### src/rtl/core/nhb_pkg.sv
`default_nettype none

package nhb_pkg;

    localparam int HASH_W     = 24;
    localparam int BYTE_W     = 8;
    localparam int CHAR_W     = 7;
    localparam int DIGIT_W    = 6;
    localparam int RADIX      = 36;
    localparam int TAG_DIGITS = 4;

    localparam logic [HASH_W-1:0] HASH_MASK = 24'hFF_FFFF;

    // The tag is the low TAG_DIGITS base-36 digits of the hash. The hash is scaled by
    // a rounded-up reciprocal of RADIX**TAG_DIGITS. The fraction of that product is
    // then unpacked one digit per step by multiplying by 36. FRAC_W leaves enough guard
    // bits that no digit is ever off by one.
    localparam longint unsigned TAG_MOD = longint'(RADIX) ** TAG_DIGITS;
    localparam int FRAC_W  = HASH_W + $clog2(TAG_MOD);
    localparam longint unsigned RECIP = ((64'd1 << FRAC_W) + TAG_MOD - 64'd1) / TAG_MOD;
    localparam int RECIP_W = FRAC_W - $clog2(TAG_MOD) + 1;
    localparam int PROD_W  = HASH_W + RECIP_W;
    localparam int LEFT_W  = $clog2(TAG_DIGITS + 1);

    localparam logic [CHAR_W-1:0] CHAR_ZERO    = 7'h30;
    localparam logic [CHAR_W-1:0] CHAR_UPPER_A = 7'h41;
    localparam logic [CHAR_W-1:0] CHAR_LOWER_A = 7'h61;
    localparam logic [DIGIT_W-1:0] DECIMAL_DIGITS = 6'd10;
    localparam logic [BYTE_W-1:0] NAME_END = 8'h00;

    typedef struct packed {
        logic              valid;
        logic [HASH_W-1:0] hash;
        logic              upper;
    } tag_job_t;

    // One shift-add step. Bits that move above the hash width are cleared and
    // folded back into the low byte.
    function automatic logic [HASH_W-1:0] hash_fold(input logic [HASH_W-1:0] h,
                                                    input logic [BYTE_W-1:0] b);
        logic [HASH_W+4:0] sum;
        begin
            sum = {1'b0, h, 4'b0000} + (HASH_W+5)'(b);
            return (sum[HASH_W-1:0] & HASH_MASK) ^ HASH_W'(sum[HASH_W+4:HASH_W]);
        end
    endfunction

    function automatic logic [CHAR_W-1:0] digit_char(input logic [DIGIT_W-1:0] d,
                                                     input logic upper);
        logic [CHAR_W-1:0] letter_base;
        begin
            letter_base = upper ? CHAR_UPPER_A : CHAR_LOWER_A;
            if (d < DECIMAL_DIGITS)
                return CHAR_ZERO + CHAR_W'(d);
            return letter_base + CHAR_W'(d - DECIMAL_DIGITS);
        end
    endfunction

endpackage

`default_nettype wire

### src/rtl/core/nhb_hash.sv
`default_nettype none

module nhb_hash
    import nhb_pkg::*;
(
    input  wire logic              clk,
    input  wire logic              rst_n,
    input  wire logic              name_valid,
    output logic                   name_stall,
    input  wire logic [BYTE_W-1:0] name_byte,
    input  wire logic              upper_case,
    input  wire logic              job_ready,
    output tag_job_t               job
);

    logic [HASH_W-1:0] hash_reg;
    logic [HASH_W-1:0] hash_next;
    logic              is_end;
    logic              accept;

    assign is_end = (name_byte == NAME_END);

    // Only a terminator needs room in the tag stage; ordinary bytes always flow.
    assign name_stall = is_end && !job_ready;
    assign accept     = name_valid && !name_stall;

    always_comb
    begin
        hash_next = hash_reg;
        if (accept)
        begin
            if (is_end)
                hash_next = '0;
            else
                hash_next = hash_fold(hash_reg, name_byte);
        end
    end

    assign job.valid = accept && is_end;
    assign job.hash  = hash_reg;
    assign job.upper = upper_case;

    always_ff @(posedge clk or negedge rst_n)
    begin
        if (!rst_n)
            hash_reg <= '0;
        else
            hash_reg <= hash_next;
    end

endmodule

`default_nettype wire

### src/rtl/core/nhb_tag.sv
`default_nettype none

module nhb_tag
    import nhb_pkg::*;
(
    input  wire logic               clk,
    input  wire logic               rst_n,
    input  wire tag_job_t           job,
    output logic                    job_ready,
    output logic                    tag_valid,
    input  wire logic               tag_stall,
    output logic [CHAR_W-1:0]       tag_char,
    output logic [HASH_W-1:0]       hash_value,
    output logic                    last_of_tag
);

    // Scale stage: holds the fraction of hash * RECIP for one finished name.
    logic              a_valid_reg;
    logic [FRAC_W-1:0] a_frac_reg;
    logic [HASH_W-1:0] a_hash_reg;
    logic              a_upper_reg;

    // Serializer: remaining digits of the tag that is being sent.
    logic              ser_active_reg;
    logic [LEFT_W-1:0] left_reg;
    logic [FRAC_W-1:0] frac_reg;
    logic [HASH_W-1:0] ser_hash_reg;
    logic              ser_upper_reg;

    logic              out_valid_reg;
    logic [CHAR_W-1:0] char_reg;
    logic [HASH_W-1:0] hash_out_reg;
    logic              last_reg;

    logic [PROD_W-1:0] prod;
    logic              out_free;
    logic              a_take;
    logic              issue;
    logic [FRAC_W-1:0] src_frac;
    logic [HASH_W-1:0] src_hash;
    logic              src_upper;
    logic [LEFT_W-1:0] src_left;
    logic [FRAC_W+5:0] times36;
    logic [DIGIT_W-1:0] digit;

    assign prod = PROD_W'(job.hash) * PROD_W'(RECIP);

    assign out_free  = !out_valid_reg || !tag_stall;
    assign issue     = out_free && (ser_active_reg || a_valid_reg);
    assign a_take    = a_valid_reg && !ser_active_reg && out_free;
    assign job_ready = !a_valid_reg || a_take;

    assign src_frac  = ser_active_reg ? frac_reg      : a_frac_reg;
    assign src_hash  = ser_active_reg ? ser_hash_reg  : a_hash_reg;
    assign src_upper = ser_active_reg ? ser_upper_reg : a_upper_reg;
    assign src_left  = ser_active_reg ? left_reg      : LEFT_W'(TAG_DIGITS - 1);

    // The integer part of fraction * 36 is the next digit, most significant first.
    assign times36 = {src_frac, 5'b00000} + {3'b000, src_frac, 2'b00};
    assign digit   = times36[FRAC_W+5:FRAC_W];

    always_ff @(posedge clk or negedge rst_n)
    begin
        if (!rst_n)
        begin
            a_valid_reg    <= 1'b0;
            ser_active_reg <= 1'b0;
            out_valid_reg  <= 1'b0;
        end
        else
        begin
            if (job.valid)
                a_valid_reg <= 1'b1;
            else if (a_take)
                a_valid_reg <= 1'b0;

            if (issue)
            begin
                ser_active_reg <= (src_left != '0);
                out_valid_reg  <= 1'b1;
            end
            else if (!tag_stall)
            begin
                out_valid_reg <= 1'b0;
            end
        end
    end

    always_ff @(posedge clk)
    begin
        if (job.valid)
        begin
            a_frac_reg  <= FRAC_W'(prod);
            a_hash_reg  <= job.hash;
            a_upper_reg <= job.upper;
        end
        if (issue)
        begin
            left_reg      <= src_left - LEFT_W'(1);
            frac_reg      <= times36[FRAC_W-1:0];
            ser_hash_reg  <= src_hash;
            ser_upper_reg <= src_upper;
            char_reg      <= digit_char(digit, src_upper);
            hash_out_reg  <= src_hash;
            last_reg      <= (src_left == '0);
        end
    end

    assign tag_valid   = out_valid_reg;
    assign tag_char    = char_reg;
    assign hash_value  = hash_out_reg;
    assign last_of_tag = last_reg;

    a_job_has_room: assert property (@(posedge clk) disable iff (!rst_n)
        job.valid |-> job_ready)
        else $error("tag job pushed while the scale stage is full");

    a_ser_has_digits: assert property (@(posedge clk) disable iff (!rst_n)
        ser_active_reg |-> (left_reg < LEFT_W'(TAG_DIGITS - 1)))
        else $error("serializer digit count out of range");

    a_ser_behind_output: assert property (@(posedge clk) disable iff (!rst_n)
        ser_active_reg |-> out_valid_reg)
        else $error("serializer running while the output word is empty");

    a_char_in_alphabet: assert property (@(posedge clk) disable iff (!rst_n)
        tag_valid |-> ((tag_char >= CHAR_ZERO && tag_char < CHAR_ZERO + 7'd10)
                    || (tag_char >= CHAR_UPPER_A && tag_char < CHAR_UPPER_A + 7'd26)
                    || (tag_char >= CHAR_LOWER_A && tag_char < CHAR_LOWER_A + 7'd26)))
        else $error("tag character outside the base-36 alphabet");

    a_last_ends_tag: assert property (@(posedge clk) disable iff (!rst_n)
        issue && (src_left == '0) |=> !ser_active_reg)
        else $error("serializer kept running after the last digit");

endmodule

`default_nettype wire

### src/rtl/core/name_hash_base36_tag.sv
// Name hash with base-36 tag: each nonzero name byte updates a 24-bit hash in the cycle it is taken.
// Throughput: one name byte per cycle, but a terminator can stall; it yields four tag words.
// A second terminator waits only while the scale stage still holds an earlier tag.
// The terminator's hash * reciprocal product is registered in the scale stage, and then
// a times-36 digit serializer registers each tag word in the output word, as tag_stall allows.
// Reset (asynchronous, active low) clears the hash and empties every stage.
`default_nettype none

module name_hash_base36_tag
    import nhb_pkg::*;
(
    input  wire logic              clk,
    input  wire logic              rst_n,
    input  wire logic              name_valid,
    output logic                   name_stall,
    input  wire logic [BYTE_W-1:0] name_byte,
    input  wire logic              upper_case,
    output logic                   tag_valid,
    input  wire logic              tag_stall,
    output logic [CHAR_W-1:0]      tag_char,
    output logic [HASH_W-1:0]      hash_value,
    output logic                   last_of_tag
);

    tag_job_t job;
    logic     job_ready;

    nhb_hash u_hash (
        .clk        (clk),
        .rst_n      (rst_n),
        .name_valid (name_valid),
        .name_stall (name_stall),
        .name_byte  (name_byte),
        .upper_case (upper_case),
        .job_ready  (job_ready),
        .job        (job)
    );

    nhb_tag u_tag (
        .clk         (clk),
        .rst_n       (rst_n),
        .job         (job),
        .job_ready   (job_ready),
        .tag_valid   (tag_valid),
        .tag_stall   (tag_stall),
        .tag_char    (tag_char),
        .hash_value  (hash_value),
        .last_of_tag (last_of_tag)
    );

endmodule

`default_nettype wire

### config.mk
export PLATFORM = sky130hd
export DESIGN_NAME = name_hash_base36_tag
export DESIGN_NICKNAME = d
export VERILOG_FILES = /design/src/rtl/core/nhb_pkg.sv /design/src/rtl/core/nhb_hash.sv /design/src/rtl/core/nhb_tag.sv /design/src/rtl/core/name_hash_base36_tag.sv
export SDC_FILE = /design/constraint.sdc
export NUM_CORES = 1
export LEC_CHECK = 0
export ABC_AREA = 1
export BUFFER_PORTS_ARGS = -buffer_cell sky130_fd_sc_hd__clkbuf_2
export CAP_MARGIN = 15
export CORE_MARGIN = 5
export CORE_UTILIZATION = 53
export CTS_CLUSTER_SIZE = 10
export DETAILED_ROUTE_END_ITERATION = 16
export PLACE_DENSITY = 0.69
export SETUP_SLACK_MARGIN = 0.05
export SKIP_CTS_REPAIR_TIMING = 1
export SYNTH_ARGS = -nofsm -noshare
export SYNTH_HDL_FRONTEND = slang
export SYNTH_SLANG_ARGS = --single-unit
### constraint.sdc
create_clock -name clk -period 11 [get_ports clk]
set_input_delay 0 -clock clk [delete_from_list [all_inputs] [get_ports clk]]
set_output_delay 0 -clock clk [all_outputs]
set_load 0.005 [all_outputs]
# [Word-level counts from Yosys, hierarchy flattened]
# Cells that the tools add are included.
[totals] register_bits=178 latchBits=0 ramBits=0 romBits=0 output_inout_bits=34 n_memories=0
[op_classes] add_sub_neg=6 n_mul=1 n_div=0 n_lt_le_gt_ge=1 eq_ne=1 n_shift=0 muxes=13 bitwise=2 reduce_logical=20
[ops] op="adder 50 x 47 -> 51 bit" count=1
[ops] op="multiplier 24 x 25 -> 45 bit (second input constant)" count=1
[ops] op="2-to-1 mux 45 bit" count=1
[ops] op="adder 28 x 8 -> 29 bit" count=1
[ops] op="2-to-1 mux 24 bit" count=1
[ops] op="XOR 24 x 5 -> 24 bit" count=1
[ops] op="2-to-1 mux 7 bit" count=2
[ops] op="logical NOT 8 bit" count=1
[ops] op="adder 6 x 6 -> 7 bit (first input constant)" count=1
[ops] op="adder 7 bit" count=1
[ops] op="2-to-1 mux 1 bit" count=7
[ops] op="subtractor 6 x 4 -> 7 bit (second input constant)" count=1
[ops] op="logical AND 1 bit" count=6
[ops] op="logical NOT 1 bit" count=6
[ops] op="< comparator 6 x 4 -> 1 bit (second input constant)" count=1
[ops] op="2-to-1 mux 6 bit" count=1
[ops] op="logical NOT 3 bit" count=1
[ops] op="logical OR 1 bit" count=3
[ops] op="2-to-1 mux 3 bit" count=1
[ops] op="nonzero test 3 bit" count=1
[ops] op="subtractor 3 x 1 -> 3 bit (second input constant)" count=1
[ops] op="inequality test 2 x 1 -> 1 bit (second input constant)" count=1
[ops] op="AND reduction 2 bit" count=1
[ops] op="nonzero test 2 bit" count=1
[ops] op="NOT 1 bit" count=1

# [Logic depth before layout (Yosys ltp)]
[logic_depth] ltp_word=10 depth_mapped=27 depth_no_buf=27

# [Hierarchy]
# A second synthesis with hierarchy kept.
[hier_totals] hier_cells=2515 area_unflattened_um2=21904.8
[by_module_without_submodules] mod="nhb_tag" n_inst=1 cells_each=2257 area_per_inst_um2=20106.8 seq_area_each_um2=4519.3
[by_module_without_submodules] mod="nhb_hash" n_inst=1 cells_each=258 area_per_inst_um2=1798.0 seq_area_each_um2=600.6

# [Worst setup path after synthesis]
# No wires, ideal clock.
[synth_path] path_kind="reg2reg" start="register u_hash.hash_reg[12]" end="register u_tag.a_frac_reg[39] (data pin)" setup_time_ps=260 arrival_ps=5783 required_ps=10740 slack_ps=4958 stages_incl_launch_ff=21 synth_period_minus_slack_ps=6042 cell_sequence="dfrtp_1 > inv_1 > fa_1 > fa_1 > inv_1 > fa_1 > fa_1 > fa_1 > fa_1 > inv_1 > fa_1 > inv_1 > ha_1 > a21oi_1 > inv_1 > a31oi_1 > o21ai_0 > or2_2 > nand2_1 > nand3_1 > xor2_1"
[synth_via] elab_chain_len=1
[synth_rtl] element="start: declaration" line_no="nhb_hash.sv:16" text="logic [HASH_W-1:0] hash_reg;"
[synth_rtl] element="start signal: assignment" line_no="nhb_hash.sv:48" text="hash_reg <= hash_next;"
[synth_rtl] element="multiplier 24 x 25 -> 45 bit" line_no="nhb_tag.sv:46" text="assign prod = PROD_W'(job.hash) * PROD_W'(RECIP);"
[synth_rtl] element="named net u_tag.prod[39]" line_no="nhb_tag.sv:35" text="logic [PROD_W-1:0] prod;"
[synth_rtl] element="end signal: assignment" line_no="nhb_tag.sv:93" text="a_frac_reg <= FRAC_W'(prod);"
[synth_rtl] element="end: declaration" line_no="nhb_tag.sv:19" text="logic [FRAC_W-1:0] a_frac_reg;"
# The timed path passes the listed nets, and every way through them passes these cells.
# A chain may end at the register's enable or synchronous reset.

# [Final worst setup path]
[layout_path] start="register u_hash.hash_reg[13]" end="register u_tag.a_frac_reg[39] (data pin)"
# The elaborated chain is that of the path after synthesis.

==> results.cfg <==
[sta]
worstMarginPinSlew_ns = 0.773
grt_setup_unrepaired = false
layout_setup_ws_ns = 4.24
fin_skew_ns = 0.0317
fmax_mhz = 148
finalHoldViolCount = 3
period_minus_slack_ns = 6.76
drv_slew = 0
worst_hold_slack_ns = -0.0320
max_slew_margin_pct = 48.5
setup_violations = 0
setup_tns_ns = 0
min_period_over_period_pct = 61.5

[global_routing]
use_met3_pct = 4.30
busiest_layer = met2
grt_overflow = 0
grt_max_degree = 56
grt_pass1_wl_um = 93500
grt_usage_pct = 27.3
use_met1_pct = 35.4
antenna_found_initial = 0
grtUsageMet2_pct = 46.6
grt_pass1_vias = 16900

[placement]
dp_hpwl_um = 50600
finalWeightedCongestion = 0.991
post-place-ws_ns = 4.30
portBuffers = 46

[finish]
final_common_cell = inv_1
drive_gt1_share_pct = 6.66
area_growth_pct = 7.09
antennaDiodeCount = 0
largest_reg_flops = 44
mostFrequentLayoutCells = inv_1, nand2_1, ha_1
fin_util_pct = 57.6
fin_nets = 3019

[setup_path]
required_ns = 11.22
critPathSlowestCell = dfrtp_1
critPathKind = reg2reg
cp.arrival_ns = 6.98
setup.worst_path.start_class = flop
crit_family = adder cells
slowest_delay_ns = 0.65
crit_buf_inv = 5
cp_cell_sequence = inv_1 > fa_1 > fa_1 > inv_1 > fa_1 > fa_1 > fa_1 > fa_1 > inv_1 > fa_1 > inv_1 > ha_1 > a21oi_1 > inv_1 > a31oi_1 > o21ai_0 > or2_2 > nand2_1 > nand3_1 > xor2_1
critPathCaptureType = flop
worstPathMaxFanout = 8
cp_common_cell = fa_1

[cts]
clk_latency_ns = 0.49
cts_root_buf = clkbuf_16
cts_buffers = 17
clk_pin_slew_ns = 0.10
cts_buffer_depth = 2
cts_tree = yes
cts.sinks = 175
cts.htree.levels = 4

[yosys]
synth_seq_cells = 175
yosysWarnings = 0
synth-async-reset-ratio_pct = 15.4
syn_area_mm2 = 0.0215
ys_seq_area_share_pct = 23.8
syn_avg_cell_area_um2 = 8.90
synth-edff-count = 148
synth.net_count = 2954
netlist_instances = 2413
synth_ff_type = edfxtp_1
yosysUniqueCellTypes = 55

[routing]
via_per_inst = 5.37
ant_nets = 0
drt-pass1-iter-count = 5
vias = 16200
totalWireLength_um = 59500
drcViolationCount = 0
drtIter0Drc = 899
wire_per_inst_um = 19.7

[die]
fp.dieArea_mm2 = 0.0447
ioPinCount = 47
initial_utilization_pct = 53.8
fp-row-count = 73
core_area_mm2 = 0.0399
die_height_um = 211
die_w_um = 211

[job]
max-cap-violations = 0

[run_status]
status = complete, but fails checks
violations = hold timing

[hold_path]
hold_class = in2reg
[layout make-up]
class	count	area, µm²
Clock buffer	17	425
Clock inverter	15	150
Tap cell	525	657
Multi-Input combinational cell	1659	14200
Inverter	566	2120
Fill cell	3538	16900
Sequential cell	175	5120
Timing Repair Buffer	59	345
[tightest hold or removal path, cell delays in order]
cell and delay [ns]:
clkbuf_2 0.10, xor2_1 0.08, xor2_1 0.16, o22ai_1 0.08
[layer usage]
layer	share of wire, %	wire [µm]
met1	42	25200
met2	49	28900
met3	5.1	3010
met4	4.1	2430
met5	0	0
[kinds of logic (layout without fill, tap and decap cells)]
kind of cell             Yosys count  in the layout  synth area share [%]
AO/OA/AOI/OAI                    246            246                  6.63
adder cells (fa/ha/maj)          528            528                  39.4
buffers and inverters            579            657                  10.2
AND/OR/NAND/NOR                  786            786                  15.8
XOR/XNOR                          99             99                  4.13
flip-flops                       175            175                  23.8
[cells in the mapped netlist, types with 3 or more instances]
cell,instances,area share (%)
inv_2,7,0.12
fa_1,247,23
nor2_1,153,2.7
a21o_1,11,0.38
and3_1,7,0.20
inv_1,558,9.7
nor4_1,10,0.29
ha_1,281,16
nand3_2,6,0.28
edfxtp_1,148,21
clkbuf_1,9,0.16
a31oi_1,12,0.35
o21ai_0,54,1.3
nand3_1,65,1.5
o21ai_1,10,0.23
a21oi_1,108,2.5
nand2_1,464,8.1
nor3_1,9,0.21
nand4_1,11,0.32
o22ai_1,11,0.32
or2_2,6,0.17
dfrtp_1,27,3.1
nor2_2,14,0.41
o21bai_1,15,0.52
nor2_4,6,0.31
nand2_2,21,0.61
xnor2_1,35,1.4
o21a_1,5,0.17
a21oi_2,4,0.16
xor2_1,62,2.5
a211oi_1,3,0.10
[through the flow]
step	cells	instance area (µm²)	hold slack (ns)
2_1_floorplan	2413	21500	-0.296
3_3_place_gp	2977	22400	0.0917
3_5_place_dp	2977	22400	0.0865
4_1_cts	3009	22900	-0.421
5_1_grt	3016	23000	0.00313
6_report	3016	23000	-0.0320
[worst paths after layout]
| path | startpoint | slack [ns] | to | cells after the start |
|---|---|---|---|---|
| min in group asynchronous | rst_n | 0.11 | u_hash.hash_reg[0]$_DFFE_PN0P_ | 2 |
| hold reg to reg | u_tag.a_hash_reg[19]$_DFFE_PP_ | 0.42 | u_tag.ser_hash_reg[19]$_DFFE_PP_ | 0 |
| setup reg to reg | u_hash.hash_reg[13]$_DFFE_PN0P_ | 4.24 | u_tag.a_frac_reg[39]$_DFFE_PP_ | 20 |
| hold / removal | name_byte[0] | -0.03 | u_hash.hash_reg[0]$_DFFE_PN0P_ | 4 |
| setup / recovery | u_hash.hash_reg[13]$_DFFE_PN0P_ | 4.24 | u_tag.a_frac_reg[39]$_DFFE_PP_ | 20 |
| max in group asynchronous | rst_n | 10.38 | u_hash.hash_reg[4]$_DFFE_PN0P_ | 2 |
Power is not shown: default switching activity piles up to over one toggle a cycle in this logic, so the estimate is an artifact.
